<file path="src/design/iwb_pkg.sv">
`default_nettype none

package iwb_pkg;

  localparam int ValW = 11;
  localparam int CfgAddrW = 2;
  localparam int CfgDataW = 32;

  localparam logic OpLocal  = 1'b0;
  localparam logic OpRemote = 1'b1;

  typedef enum logic [CfgAddrW-1:0] {
    RegBoostFloor  = 2'd0,
    RegCpuCapacity = 2'd1,
    RegTickNs      = 2'd2,
    RegStaleNs     = 2'd3
  } cfg_reg_e;

  typedef struct packed {
    logic            opcode;
    logic [63:0]     time_ns;
    logic            iowait_wake;
    logic            evaluate;
    logic [ValW-1:0] util_in;
  } in_item_t;

  typedef struct packed {
    logic [ValW-1:0] util_out;
    logic            counted;
    logic [ValW-1:0] boost_level;
  } out_item_t;

  typedef struct packed {
    logic [ValW-1:0] boost_floor;
    logic [ValW-1:0] cpu_capacity;
    logic [31:0]     tick_ns;
    logic [31:0]     stale_limit;
  } cfg_t;

  typedef struct packed {
    logic [ValW-1:0] boost;
    logic            pending;
    logic [63:0]     last_time;
  } boost_state_t;

  typedef struct packed {
    logic [ValW-1:0] util;
    logic            counted;
    logic [ValW-1:0] boost;
    logic            scale;
  } step_res_t;

endpackage

`default_nettype wire

</file>
<file path="src/design/iwb_update.sv">
`default_nettype none

module iwb_update #(
  parameter int CAP_SCALE = 1024
) (
  input  iwb_pkg::in_item_t     item_i,
  input  iwb_pkg::cfg_t         cfg_i,
  input  iwb_pkg::boost_state_t state_i,
  output iwb_pkg::boost_state_t state_o,
  output iwb_pkg::step_res_t    res_o
);
  import iwb_pkg::*;

  localparam logic [ValW:0] DblLimit =
      (CAP_SCALE > 2047) ? (ValW+1)'(2047) : (ValW+1)'(CAP_SCALE);

  logic [63:0]   elapsed;
  logic          beyond_tick;
  logic          beyond_stale;
  logic [ValW:0] doubled;
  logic [ValW:0] doubled_sat;

  assign elapsed      = item_i.time_ns - state_i.last_time;
  assign beyond_tick  = !elapsed[63] && (elapsed > {32'd0, cfg_i.tick_ns});
  assign beyond_stale = !elapsed[63] && (elapsed > {32'd0, cfg_i.stale_limit});
  assign doubled      = {state_i.boost, 1'b0};
  assign doubled_sat  = (doubled > DblLimit) ? DblLimit : doubled;

  always_comb begin
    logic            do_apply;
    logic [ValW-1:0] bv;
    logic            bp;
    do_apply = 1'b0;
    bv       = state_i.boost;
    bp       = state_i.pending;
    state_o  = state_i;
    res_o.counted = 1'b1;
    res_o.scale   = 1'b0;

    if (item_i.opcode == OpLocal) begin
      if (bv != '0 && beyond_tick) begin
        bv = item_i.iowait_wake ? cfg_i.boost_floor : '0;
        bp = item_i.iowait_wake;
      end else if (item_i.iowait_wake && !bp) begin
        bp = 1'b1;
        bv = (bv != '0) ? doubled_sat[ValW-1:0] : cfg_i.boost_floor;
      end
      state_o.last_time = item_i.time_ns;
      do_apply = item_i.evaluate;
    end else if (beyond_stale) begin
      if (beyond_tick) begin
        bv = '0;
        bp = 1'b0;
      end
      res_o.counted = 1'b0;
    end else if (bv != '0 && beyond_tick) begin
      bv = '0;
      bp = 1'b0;
    end else begin
      do_apply = 1'b1;
    end

    if (do_apply && bv != '0) begin
      if (!bp) begin
        bv = bv >> 1;
        if (bv < cfg_i.boost_floor) begin
          bv = '0;
        end else begin
          res_o.scale = 1'b1;
        end
      end else begin
        bp = 1'b0;
        res_o.scale = 1'b1;
      end
    end

    state_o.boost   = bv;
    state_o.pending = bp;
    res_o.boost     = bv;
    res_o.util      = item_i.util_in;
  end

endmodule

`default_nettype wire

</file>
<file path="src/design/io_wait_boost_tracker.sv">
`default_nettype none

// I/O-wait boost tracker for one CPU. It takes one event per cycle while the
// output is not stalled, and passes each event through an input register, a
// stage in which the boost state is updated and the boost is multiplied by
// the CPU capacity, and an output register after the division by CAP_SCALE.
// The first stage reads and writes the state register directly, so events may
// follow each other in consecutive cycles. Configuration registers must only
// be written while the pipeline is empty.
module io_wait_boost_tracker #(
  parameter int CAP_SCALE = 1024
) (
  input  wire                                 clk_i,
  input  wire                                 rst_ni,
  input  wire                                 in_valid_i,
  output logic                                in_stall_o,
  input  iwb_pkg::in_item_t                   in_data_i,
  output logic                                out_valid_o,
  input  wire                                 out_stall_i,
  output iwb_pkg::out_item_t                  out_data_o,
  input  wire                                 cfg_we_i,
  input  wire [iwb_pkg::CfgAddrW-1:0]         cfg_idx_i,
  input  wire [iwb_pkg::CfgDataW-1:0]         cfg_wdata_i
);
  import iwb_pkg::*;

  localparam int ProdW = 2 * ValW;
  localparam int RecK  = ProdW + $clog2(CAP_SCALE);
  localparam int RecW  = ProdW + 2;
  localparam longint unsigned RecM =
      ((64'd1 << RecK) + 64'(CAP_SCALE) - 64'd1) / 64'(CAP_SCALE);
  localparam logic [RecW-1:0] RecMul = RecW'(RecM);

  cfg_t         cfg_q;
  boost_state_t state_q;
  boost_state_t state_d;

  logic         s1_valid_q;
  in_item_t     s1_item_q;
  logic         s2_valid_q;
  step_res_t    s2_res_q;
  logic [ProdW-1:0] s2_prod_q;

  step_res_t    step_res;
  logic         s1_fire;
  logic         s2_fire;
  logic         in_fire;

  logic [ProdW+RecW-1:0] quot_full;
  logic [ProdW-1:0]      quot;
  logic [ValW-1:0]       scaled;
  logic [ValW-1:0]       util_boosted;

  iwb_update #(
    .CAP_SCALE(CAP_SCALE)
  ) u_update (
    .item_i (s1_item_q),
    .cfg_i  (cfg_q),
    .state_i(state_q),
    .state_o(state_d),
    .res_o  (step_res)
  );

  assign s2_fire    = s2_valid_q && (!out_valid_o || !out_stall_i);
  assign s1_fire    = s1_valid_q && (!s2_valid_q || s2_fire);
  assign in_stall_o = s1_valid_q && !s1_fire;
  assign in_fire    = in_valid_i && !in_stall_o;

  assign quot_full    = (ProdW+RecW)'(s2_prod_q) * (ProdW+RecW)'(RecMul);
  assign quot         = ProdW'(quot_full >> RecK);
  assign scaled       = (quot > ProdW'(2047)) ? ValW'(2047) : quot[ValW-1:0];
  assign util_boosted = (s2_res_q.scale && s2_res_q.util < scaled) ? scaled
                                                                    : s2_res_q.util;

  always_ff @(posedge clk_i or negedge rst_ni) begin
    if (!rst_ni) begin
      cfg_q.boost_floor  <= ValW'(128);
      cfg_q.cpu_capacity <= ValW'(1024);
      cfg_q.tick_ns      <= 32'd4000000;
      cfg_q.stale_limit  <= 32'd22500000;
    end else if (cfg_we_i) begin
      unique case (cfg_reg_e'(cfg_idx_i))
        RegBoostFloor:  cfg_q.boost_floor  <= cfg_wdata_i[ValW-1:0];
        RegCpuCapacity: cfg_q.cpu_capacity <= cfg_wdata_i[ValW-1:0];
        RegTickNs:      cfg_q.tick_ns      <= cfg_wdata_i;
        RegStaleNs:     cfg_q.stale_limit  <= cfg_wdata_i;
        default: ;
      endcase
    end
  end

  always_ff @(posedge clk_i or negedge rst_ni) begin
    if (!rst_ni) begin
      state_q <= '0;
    end else if (s1_fire) begin
      state_q <= state_d;
    end
  end

  always_ff @(posedge clk_i or negedge rst_ni) begin
    if (!rst_ni) begin
      s1_valid_q  <= 1'b0;
      s2_valid_q  <= 1'b0;
      out_valid_o <= 1'b0;
    end else begin
      if (in_fire) begin
        s1_valid_q <= 1'b1;
      end else if (s1_fire) begin
        s1_valid_q <= 1'b0;
      end
      if (s1_fire) begin
        s2_valid_q <= 1'b1;
      end else if (s2_fire) begin
        s2_valid_q <= 1'b0;
      end
      if (s2_fire) begin
        out_valid_o <= 1'b1;
      end else if (!out_stall_i) begin
        out_valid_o <= 1'b0;
      end
    end
  end

  always_ff @(posedge clk_i) begin
    if (in_fire) begin
      s1_item_q <= in_data_i;
    end
    if (s1_fire) begin
      s2_res_q  <= step_res;
      s2_prod_q <= ProdW'(step_res.boost) * ProdW'(cfg_q.cpu_capacity);
    end
    if (s2_fire) begin
      out_data_o.util_out    <= util_boosted;
      out_data_o.counted     <= s2_res_q.counted;
      out_data_o.boost_level <= s2_res_q.boost;
    end
  end

endmodule

`default_nettype wire

</file>
<file path="config.mk">
export PLATFORM = sky130hd
export DESIGN_NAME = io_wait_boost_tracker
export DESIGN_NICKNAME = d
export VERILOG_FILES = /design/src/design/iwb_pkg.sv /design/src/design/iwb_update.sv /design/src/design/io_wait_boost_tracker.sv
export SDC_FILE = /design/constraint.sdc
export NUM_CORES = 1
export LEC_CHECK = 0
export ABC_AREA = 1
export BUFFER_PORTS_ARGS = -buffer_cell sky130_fd_sc_hd__buf_2
export CORE_MARGIN = 2
export CORE_UTILIZATION = 66
export DETAILED_ROUTE_END_ITERATION = 10
export PLACE_DENSITY = 0.86
export RECOVER_POWER = 25
export SYNTH_ARGS = -nofsm -noshare
export SYNTH_HDL_FRONTEND = slang
export SYNTH_SLANG_ARGS = --single-unit
</file>
<file path="constraint.sdc">
create_clock -name clk_i -period 29 [get_ports clk_i]
set_input_delay 5.8 -clock clk_i [delete_from_list [all_inputs] [get_ports clk_i]]
set_output_delay 5.8 -clock clk_i [all_outputs]
set_load 0.005 [all_outputs]
</file>
==> results.txt, run 1 <==
Run status -> finished, violations left
Failing checks -> capacitance limit, slew limit
Fraction of layout cells with a size suffix above 1 -> 0.0929
Hold WC Path Type -> flop to flop
Clk_lat worst skew -> 0.59 ns
Slew Limit Fails -> 90
Synthesized cell area -> 0.0233 mm^2
Via-to-Cell Ratio -> 5.56
Initial Utilization -> 0.673
Synth Warn # -> 0
Hold Fails Final Rpt -> 0
Max Clock Freq -> 0.0814 GHz
Top FF cell, synth -> dfrtp_1
Layout net count -> 3,638
First-pass GRT wire length -> 105 mm
Synth top area cells -> edfxtp_1, dfrtp_1, nand2_1
Fin Setup TNS -> 0 ns
Root cell of the clock tree -> clkbuf_16
Top cells by count, synth -> nand2_1, inv_1, nor2_1
Pwr Total -> 2.87 mW
Fill count -> 2,641
Critical Path Sink -> in_stall_o
Io pins -> 142
Drt first pass iters -> 6
Post-synth top area cell -> edfxtp_1
#FFs+latches synth -> 302
Post-synthesis simple-gate area fraction -> 0.250
Avg WL per Cell -> 17.5 um
Cts bufs inserted -> 31
Starting DRT DRC Count -> 1,558
Crit path required time -> 23.20 ns
Setup-failing EPs final -> 0
Routed Antenna Nets -> 0
CP startpoint -> out_stall_i
Unique masters post-synth -> 52
Mapped Avg Cell Area -> 7.50 um^2
Period utilisation layout -> 0.424
Global route overflow -> 0
Worst Setup End Kind -> output port
GRT Total Usage -> 0.366
Setup Crit Path Kind -> input port to output port
Worst setup SP type -> input port
Post-CTS sizing -> 0
Die Ht -> 192 um
Max-cap violations -> 1
Least-Margin Pin Slew -> 4.93 ns
CTS tree -> done
Post-synth ARST share -> 0.546
Antenna violations before repair -> 0
Post-synth EDFFs -> 137
Seq/Total Area, Yosys -> 0.355
Critical Path Fanout Max -> 4
Post-CTS Setup Bufs -> 0
Max_slew headroom -> -2.28
Power density cells -> 112 mW/mm^2
H-tree levels -> 1
Leakage -> 13.8 nW
Longest Clk Path Bufs -> 3
FP Rows -> 68
Port Buffer Count -> 141
R2r worst-path depth -> 52
# diodes -> 0
Die ar. -> 0.0368 mm^2
Clock skew -> 0.0169 ns
R2r endpoint -> s2_prod_q[16]$_DFFE_PP_
WL final -> 65.0 mm
Syn nets -> 3,508
Vias in the first global route -> 20,700
DIE WIDTH -> 192 um
Worst reg2reg startpoint -> s1_item_q[13]$_DFFE_PP_
Core footprint -> 0.0346 mm^2
Remaining DRCs -> 0
Post-synthesis mux area share -> 0.000483
Largest net degree at the start of global routing -> 90
CTS sink count -> 302
Critical Path AT -> 6.49 ns
Synth Instances -> 3,108
Worst VDD drop -> 0.189 mV
Flop-to-flop setup slack -> 17.73 ns
CTS clk-pin slew, worst paths -> 0.06 ns
Main combinational cell family by area after synthesis -> simple AND/OR/NAND/NOR gates
Post-Synth XOR/XNOR Area -> 0.0158
Synth top area share -> 0.176
Hold-fix buffers, CTS -> 0
Area Growth Syn to Fin -> 9.81%
Count leader, synth -> nand2_1
Vias post-DR -> 20,700
GP Congestion -> 1.01
Minimum clock period after layout -> 12.29 ns
Post-DP HPWL -> 50.0 mm
Synth Area in Adders -> 0.178
Compound-Gate Fraction of Synth Area -> 0.0893
Unrepaired setup endpoints after global routing -> false
[flip-flops by register name, indices dropped and copies added (netlist names)]
register,count
state_q,76
s2_res_q,24
s2_valid_q,1
out_data_o,23
s1_valid_q,1
out_valid_o,1
s2_prod_q,12
s1_item_q,78
cfg_q,86
[critical path: stages]
cell,delay (ns)
buf_2,0.08
nand2_1,0.06
inv_1,0.08
nand2_1,0.09
nor2_1,0.22
buf_2,0.16
[worst min-delay path by stage]
stage,to,from,cells past startpoint
after global placement,out_data_o[10]$_DFFE_PP_,s2_res_q[11]$_DFFE_PP_,0
after global routing,out_data_o[5]$_DFFE_PP_,s2_res_q[6]$_DFFE_PP_,0
final,out_data_o[5]$_DFFE_PP_,s2_res_q[6]$_DFFE_PP_,0
after detailed placement,out_data_o[0]$_DFFE_PP_,s2_res_q[1]$_DFFE_PP_,0
after floorplan,out_data_o[0]$_DFFE_PP_,s2_res_q[1]$_DFFE_PP_,0
after CTS,out_data_o[5]$_DFFE_PP_,s2_res_q[6]$_DFFE_PP_,0
[layout make-up]
| cell class | instances | area, um^2 | area share |
|---|---|---|---|
| multi-input cells | 2114 | 12400 | 0.486 |
| flip-flops and latches | 302 | 8270 | 0.323 |
| inverters | 642 | 2410 | 0.0941 |
| clock buffers | 36 | 845 | 0.0330 |
| repair buffers | 147 | 739 | 0.0289 |
| well taps | 455 | 569 | 0.0222 |
| clock inverters | 22 | 323 | 0.0126 |
[stage by stage]
step	instance area, um^2	setup slack [ns]	hold WS [ns]	cells	utilization
floorplan	23300	17.07	0.400	3108	-
global placement	24400	16.67	0.400	3659	0.706
detailed placement	24400	16.69	0.407	3659	0.706
CTS	25600	16.69	0.422	3717	0.740
global route	25600	16.63	0.428	3718	0.739
finish	25600	16.71	0.422	3718	0.739
[cell usage in the layout, fill, tap and decap left out, types with 6 or more instances in the layout]
master       n
nand2_1    923
inv_1      620
nor2_1     275
ha_1       203
a21oi_1    183
dfrtp_1    145
edfxtp_1   137
o21ai_0    135
buf_2      135
fa_1        80
nand3_1     70
xor2_1      36
nand4_1     33
clkbuf_16   31
nand2_2     24
dfstp_2     20
inv_2       18
nor2_2      15
nand3b_1    13
o21a_1      13
o21bai_1    12
nor3_1      11
nor2_4       8
bufinv_16    8
and2_1       7
o21ai_1      7
clkinv_1     7
nor4_1       7
xnor2_1      6
a211oi_1     6
a22oi_1      6
clkinv_2     6
clkbuf_1     6
[where the power goes]
part / internal, mW / total [mW] / switching (mW)
clock network: 0.279 / 0.457 / 0.177
logic: 0.620 / 1.79 / 1.17
registers: 0.574 / 0.624 / 0.0503
total: 1.47 / 2.87 / 1.40
[logic make-up after synthesis]
kind of cell	after synthesis
fa+ha+maj	283
buf+inv	692
flops	302
simple gates	1405
compound gates	383
mux	1
xor+xnor	42
[metal layers]
| metal | vias up | part of all wire | global-route usage |
|---|---|---|---|
| met2 | 872 | 0.50 | 0.656 |
| met4 | 0 | 0.052 | 0.158 |
| met1 | 9642 | 0.39 | 0.441 |
| met3 | 219 | 0.064 | 0.0479 |
| li1 | 9951 | - | - |
| met5 | - | 0 | 0 |
(Power assumes the default switching activity.)
==> run 2, diff against run 1 <==
--- a/config.mk
+++ b/config.mk
@@ -8,9 +8,9 @@
 export ABC_AREA = 1
 export BUFFER_PORTS_ARGS = -buffer_cell sky130_fd_sc_hd__buf_2
 export CORE_MARGIN = 2
-export CORE_UTILIZATION = 66
+export CORE_UTILIZATION = 57
 export DETAILED_ROUTE_END_ITERATION = 10
-export PLACE_DENSITY = 0.86
+export PLACE_DENSITY = 0.78
 export RECOVER_POWER = 25
 export SYNTH_ARGS = -nofsm -noshare
 export SYNTH_HDL_FRONTEND = slang
==> constraint.sdc (replaced) <==
create_clock -name clk_i -period 10.7 [get_ports clk_i]
set_input_delay 2.14 -clock clk_i [delete_from_list [all_inputs] [get_ports clk_i]]
set_output_delay 2.14 -clock clk_i [all_outputs]
set_load 0.005 [all_outputs]
==> run 2 against run 1 <==
  * The run still ends with capacitance limit, slew limit left
  * Sequential share of layout area fell by 0.69 points
  * Clock power increased to 2.7 times the previous value
  * Flip-flop and latch count did not move
  * Highest routed layer unchanged
  * Largest cell class unchanged
  * Largest power group unchanged
  * Register-to-register slack lost 17 ns
==> results.txt, run 2 (synthesis gave the netlist of run 1 again) <==
Setup WS pre-CTS -> -0.0374 ns (-16.73 ns)
Clk_lat worst skew -> 0.56 ns (-0.03 ns)
Via-to-Cell Ratio -> 5.32 (-4.4%)
Worst VDD drop -> 0.366 mV (+93%)
FP Rows -> 74 (+8.8%)
Power density cells -> 308 mW/mm^2 (+170%)
Slowest stage cell on the critical path -> fa_1
Pwr Total -> 8.06 mW (+180%)
CTS sink count -> 302 (unchanged)
# diodes -> 0 (unchanged)
Max Clock Freq -> 0.0989 GHz
Longest Clk Path Bufs -> 3 (unchanged)
Critical Path Fanout Max -> 7 (+3)
CTS tree -> done
Setup Crit Path Kind -> flop to flop
Number of flip-flops in the largest register -> 86 (unchanged)
Largest net degree at the start of global routing -> 98 (+8.9%)
Worst stage delay on the critical path -> 0.59 ns (+0.37 ns)
Io pins -> 142 (unchanged)
Cts bufs inserted -> 34 (+9.7%)
Post-Layout Cell Count -> 3,832 (+3.1%)
Critical Path AT -> 10.38 ns (+3.89 ns)
Hold Crit Depth -> 0 (unchanged)
Post-route setup slack -> 0.593 ns (-16.12 ns)
CTS clk-pin slew, worst paths -> 0.06 ns (about the same)
Leakage -> 14.0 nW (+1.2%)
Most frequent cells in the layout -> nand2_1, inv_1, nor2_1, ha_1, a21oi_1
Fraction of layout cells with a size suffix above 1 -> 0.110 (+0.0171)
Layout net count -> 3,674 (+0.99%)
CP most frequent cell -> nand2_1
Hold Fails Final Rpt -> 0 (unchanged)
Slew Limit Fails -> 98 (+8.9%)
Failing checks -> capacitance limit, slew limit
Run status -> finished, violations left
Remaining DRCs -> 0 (unchanged)
Drt first pass iters -> 6 (unchanged)
Post-DP HPWL -> 53.8 mm (+7.6%)
Setup-failing EPs final -> 0 (unchanged)
Commonest non-fill, non-tap cell in the layout -> nand2_1
R2r worst-path depth -> 52 (unchanged)
# placed instances -> 3,757 (+2.7%)
GRT Total Usage -> 0.322 (-0.0442)
Final core occ -> 0.645 (-0.0942)
Initial Utilization -> 0.575 (-0.0984)
Period utilisation layout -> 0.945
Starting DRT DRC Count -> 1,491 (-4.3%)
Global route overflow -> 0 (unchanged)
Max-cap violations -> 1 (unchanged)
Die ar. -> 0.0425 mm^2 (+15%)
Minimum clock period after layout -> 10.11 ns
Routed Antenna Nets -> 0 (unchanged)
Avg WL per Cell -> 17.6 um (+0.80%)
Hold-fix buffers, CTS -> 0 (unchanged)
Worst setup SP type -> flop
Die Ht -> 206 um (+7.4%)
Core footprint -> 0.0406 mm^2 (+17%)
Vias in the first global route -> 19,900 (-3.8%)
Area Growth Syn to Fin -> 12.2%
Antenna violations before repair -> 0 (unchanged)
Max_slew headroom -> -2.69 (-0.409)
Biggest register -> cfg_q
Least-Margin Pin Slew -> 5.54 ns (+0.614 ns)
Hold WC Path Type -> flop to flop
Root cell of the clock tree -> clkbuf_16
H-tree levels -> 2 (+1)
Worst Setup End Kind -> flop
DIE WIDTH -> 206 um (+7.4%)
GP Congestion -> 1.01 (about the same)
WL final -> 67.5 mm (+3.9%)
Vias post-DR -> 20,400 (-1.5%)
First-pass GRT wire length -> 105 mm (+0.49%)
Port Buffer Count -> 141 (unchanged)
Clock skew -> 0.0246 ns (+0.00769 ns)
Crit path required time -> 10.97 ns (-12.23 ns)
Biggest regs -> cfg_q (86), s1_item_q (78), state_q (76)
run 2: changes by cell type in the layout (fill, tap and decap cells not counted), sizes merged:
| cell | change |
|---|---|
| nand2 | +1 |
| clkinv | -6 |
| clkbuf | +22 |
| nand3 | +1 |
| buf | +22 |
| bufinv | -3 |
run 2: metrics by stage:
| stage | hold WS (ns) | setup TNS, ns | instance area, um^2 |
|---|---|---|---|
| 2_1_floorplan | 0.400 | 0 | 23300 |
| 3_3_place_gp | 0.400 | 0 | 24700 |
| 3_5_place_dp | 0.406 | -0.0433 | 24700 |
| 4_1_cts | 0.418 | 0 | 25900 |
| 5_1_grt | 0.422 | -0.400 | 26200 |
| 6_report | 0.417 | 0 | 26200 |
run 2: what timing repair did:
item / 4_1_cts / 5_1_grt
cloned: 0 / 2
pin swaps: 0 / 12
buffers inserted: 0 / 11
setup endpoints to repair: 6 / 12
gates resized for setup: 4 / 40
run 2: critical path: cells and delay by family (launching register included):
kind / cells / cell delay, ns
adder cells (fa/ha/maj): 9 / 3.69
AO/OA/AOI/OAI: 5 / 0.77
buffers and inverters: 7 / 0.73
AND/OR/NAND/NOR: 29 / 3.78
XOR/XNOR: 2 / 0.40
flip-flops: 1 / 0.40
run 2: final cells by class:
type	instances	area [um^2]
Clock buffer	49	957
Sequential cell	302	8270
Clock inverter	13	216
Fill cell	3593	14400
Timing Repair Buffer	178	977
Tap cell	532	666
Inverter	642	2410
Multi-Input combinational cell	2116	12700
run 2: routing by layer:
metal / global-route usage / vias to the layer above / routed length [um]
met1: 0.408 / 9529 / 28300
met4: 0.119 / 0 / 2580
met5: 0 / - / 0
li1: - / 10000 / -
met2: 0.562 / 665 / 33100
met3: 0.0401 / 140 / 3520
run 2: worst paths after layout:
kind	startpoint	end	slack [ns]
max in group asynchronous	rst_ni	state_q[10]$_DFFE_PN0P_	3.98
hold / removal	s1_item_q[7]$_DFFE_PP_	s2_res_q[20]$_DFFE_PP_	0.42
setup / recovery	s1_item_q[25]$_DFFE_PP_	s2_prod_q[20]$_DFFE_PP_	0.59
min in group asynchronous	rst_ni	state_q[30]$_DFFE_PN0P_	3.63
setup reg to reg	s1_item_q[25]$_DFFE_PP_	s2_prod_q[20]$_DFFE_PP_	0.59
hold reg to reg	s1_item_q[7]$_DFFE_PP_	s2_res_q[20]$_DFFE_PP_	0.42
run 2: power breakdown:
group / total (mW) / internal, mW / switching, mW / leakage (nW)
combinational: 5.13 / 1.87 / 3.26 / 10.2
clock: 1.24 / 0.749 / 0.487 / 0.563
sequential: 1.70 / 1.56 / 0.141 / 3.23
==> run 3, diff against run 2 <==
--- a/config.mk
+++ b/config.mk
@@ -7,11 +7,11 @@
 export LEC_CHECK = 0
 export ABC_AREA = 1
 export BUFFER_PORTS_ARGS = -buffer_cell sky130_fd_sc_hd__buf_2
-export CORE_MARGIN = 2
 export CORE_UTILIZATION = 57
 export DETAILED_ROUTE_END_ITERATION = 10
 export PLACE_DENSITY = 0.78
 export RECOVER_POWER = 25
 export SYNTH_ARGS = -nofsm -noshare
 export SYNTH_HDL_FRONTEND = slang
+export SYNTH_HIERARCHICAL = 1
 export SYNTH_SLANG_ARGS = --single-unit
==> run 3 against run 2 <==
  * The run still ends with capacitance limit, slew limit left
  * Final area increased by 1.6%
  * First-iteration DRC count increased by 6.3%
  * Critical path depth decreased by 3
  * Non-clock buffer count decreased by 18
  * Utilization decreased by 1.4 points
  * Combinational power decreased by 35%
  * Sequential power decreased by 4%
  * Final cell count increased by 6.6%
  * Critical path type unchanged
  * Largest power group unchanged
==> results.txt, run 3 <==
Mapped Avg Cell Area -> 7.15 um^2 (-4.7%)
Fill count -> 3,834 (+6.7%)
Crit path required time -> 11.05 ns (+0.08 ns)
Hold Fails Final Rpt -> 0 (unchanged)
Io pins -> 142 (unchanged)
Max Clock Freq -> 0.0993 GHz (+0.39%)
Commonest non-fill, non-tap cell in the layout -> nand2_1
Setup-failing EPs final -> 0 (unchanged)
Synth Warn # -> 6 (+6)
Minimum clock period after layout -> 10.07 ns (-0.0395 ns)
# placed instances -> 4,020 (+7.0%)
Global route overflow -> 0 (unchanged)
Worst setup SP type -> flop
Synthesized cell area -> 0.0245 mm^2 (+5.1%)
Critical Path Fanout Max -> 11 (+4)
CTS clk-pin slew, worst paths -> 0.07 ns (about the same)
Routed Antenna Nets -> 0 (unchanged)
Max_slew headroom -> -0.742 (+1.95)
Setup WS pre-CTS -> 0.224 ns (+0.261 ns)
First-pass GRT wire length -> 102 mm (-2.5%)
Cts bufs inserted -> 31 (-8.8%)
FP Rows -> 75 (+1.4%)
Most frequent cells in the layout -> nand2_1, inv_1, ha_1, o21ai_0, nor2_1
GRT Total Usage -> 0.294 (-0.0278)
Unique masters post-synth -> 45 (-13%)
R2r endpoint -> s2_prod_q[13]$_DFFE_PP_
CP most frequent cell -> nand2_1
Initial Utilization -> 0.582 (+0.00683)
#FFs+latches synth -> 302 (unchanged)
Die Ht -> 209 um (+1.5%)
Die ar. -> 0.0438 mm^2 (+3.1%)
Vias post-DR -> 21,400 (+5.2%)
Worst stage delay on the critical path -> 0.54 ns (-0.05 ns)
Synth Instances -> 3,428 (+10%)
Top cells by count, synth -> nand2_1, inv_1, ha_1
CP startpoint -> s1_item_q[13]$_DFFE_PP_
Power density cells -> 227 mW/mm^2 (-26%)
GP Congestion -> 1.04 (+3.1%)
Port Buffer Count -> 141 (unchanged)
Top FF cell, synth -> dfrtp_1
Hold path endpoint -> out_data_o[10]$_DFFE_PP_
Largest net degree at the start of global routing -> 78 (-20%)
Period utilisation layout -> 0.941 (-0.00369)
Biggest regs -> cfg_q (86), s1_item_q (78), state_q (76)
CTS sink count -> 302 (unchanged)
Count leader, synth -> nand2_1
Reg area -> 0.00827 mm^2 (unchanged)
Syn nets -> 3,828 (+9.1%)
CP top delay family -> adder cells
Post-synth EDFFs -> 137 (unchanged)
Vias in the first global route -> 20,200 (+1.7%)
Number of flip-flops in the largest register -> 86 (unchanged)
Synth top area share -> 0.193 (+0.0162)
Root cell of the clock tree -> clkbuf_16
Antenna violations before repair -> 1 (+1)
Worst reg2reg startpoint -> s1_item_q[13]$_DFFE_PP_
Area Growth Syn to Fin -> 8.40%
CP bufs+invs -> 9 (+2)
Hold Crit Start -> s2_res_q[11]$_DFFE_PP_
Seq/Total Area, Yosys -> 0.337 (-0.0173)
Drt first pass iters -> 7 (+1)
Clock skew -> 0.0210 ns (-0.00368 ns)
Setup Crit Path Kind -> flop to flop
Layout net count -> 3,918 (+6.6%)
Post-DP HPWL -> 50.1 mm (-6.9%)
Clk_lat worst skew -> 0.60 ns (+0.04 ns)
Critical Path AT -> 10.42 ns (+0.04 ns)
Failing checks -> capacitance limit, slew limit
Multi-input gate area -> 0.0132 mm^2 (+4.4%)
Max-cap violations -> 1 (unchanged)
Pwr Total -> 6.02 mW (-25%)
Post-route setup slack -> 0.633 ns (+0.0395 ns)
Flop-to-flop setup slack -> 0.63 ns (+0.04 ns)
Slowest stage cell on the critical path -> fa_1
R2r worst-path depth -> 49 (-5.8%)
Worst VDD drop -> 0.151 mV (-59%)
Hold-fix buffers, CTS -> 0 (unchanged)
CTS tree -> done
Post-synth ARST share -> 0.546 (unchanged)
Core footprint -> 0.0421 mm^2 (+3.9%)
Slew Limit Fails -> 47 (-52%)
Run status -> finished, violations left
Via-to-Cell Ratio -> 5.25 (-1.3%)
Avg WL per Cell -> 15.6 um (-12%)
Fraction of layout cells with a size suffix above 1 -> 0.0835 (-0.0265)
Post-Layout Cell Count -> 4,083 (+6.6%)
DIE WIDTH -> 209 um (+1.5%)
H-tree levels -> 1 (-1)
Hold Crit Depth -> 0 (unchanged)
Worst Setup End Kind -> flop
Longest Clk Path Bufs -> 3 (unchanged)
Least-Margin Pin Slew -> 2.61 ns (-2.93 ns)
Remaining DRCs -> 0 (unchanged)
WL final -> 63.5 mm (-5.9%)
Biggest register -> cfg_q
Hold WC Path Type -> flop to flop
Leakage -> 14.7 nW (+5.2%)
Fin Setup TNS -> 0 ns (unchanged)
Starting DRT DRC Count -> 1,585 (+6.3%)
Post-synth top area cell -> nand2_1
Synth top area cells -> nand2_1, edfxtp_1, dfrtp_1
## run 3: kinds of logic (layout without fill, tap and decap cells)
group	after synthesis	after routing	share of synthesized area
XOR/XNOR	43	43	0.0154
adder cells (fa/ha/maj)	283	283	0.169
AO/OA/AOI/OAI	379	379	0.0829
flip-flops	302	302	0.337
AND/OR/NAND/NOR	1620	1620	0.267
buffers and inverters	801	916	0.128
other	0	1	0
## run 3: report_power, final
part | switching (mW) | internal (mW)
logic | 2.21 | 1.15
registers | 0.151 | 1.48
clock network | 0.472 | 0.560
total | 2.83 | 3.19
## run 3: layout make-up
cell class / instances / area share
Multi-Input combinational cell: 2325 / 0.497
Tap cell: 539 / 0.0254
Clock inverter: 19 / 0.00513
Inverter: 698 / 0.0988
Sequential cell: 302 / 0.311
Timing Repair Buffer: 160 / 0.0317
Clock buffer: 39 / 0.0303
Antenna cell: 1 / 0.0000942
## run 3: stage by stage
step                      instance area, um^2  hold slack, ns   util
after floorplan                         24500           0.400      -
after global placement                  25500           0.401  0.605
after detailed placement                25500           0.405  0.605
after CTS                               26500           0.419  0.628
after global routing                    26600           0.425  0.631
final                                   26600           0.419  0.631
## run 3: worst max-delay path by stage
stage	end	depth (start not counted)
6_report	s2_prod_q[13]$_DFFE_PP_	49
3_3_place_gp	s2_prod_q[19]$_DFFE_PP_	51
2_1_floorplan	s2_prod_q[19]$_DFFE_PP_	53
3_5_place_dp	s2_prod_q[21]$_DFFE_PP_	52
5_1_grt	s2_prod_q[21]$_DFFE_PP_	54
4_1_cts	s2_prod_q[21]$_DFFE_PP_	52
## run 3: metal layers
| metal | GRT usage | share of wire | vias up |
|---|---|---|---|
| met3 | 0.0347 | 0.062 | 129 |
| li1 | - | - | 10700 |
| met4 | 0.112 | 0.039 | 0 |
| met1 | 0.404 | 0.44 | 9864 |
| met5 | 0 | 0 | - |
| met2 | 0.477 | 0.45 | 706 |
## run 3: repair_timing
item                       in CTS  in global routing
hold endpoints to repair        0                  0
setup endpoints to repair       0                 12
buffers inserted                0                  4
gates resized for setup         0                 16
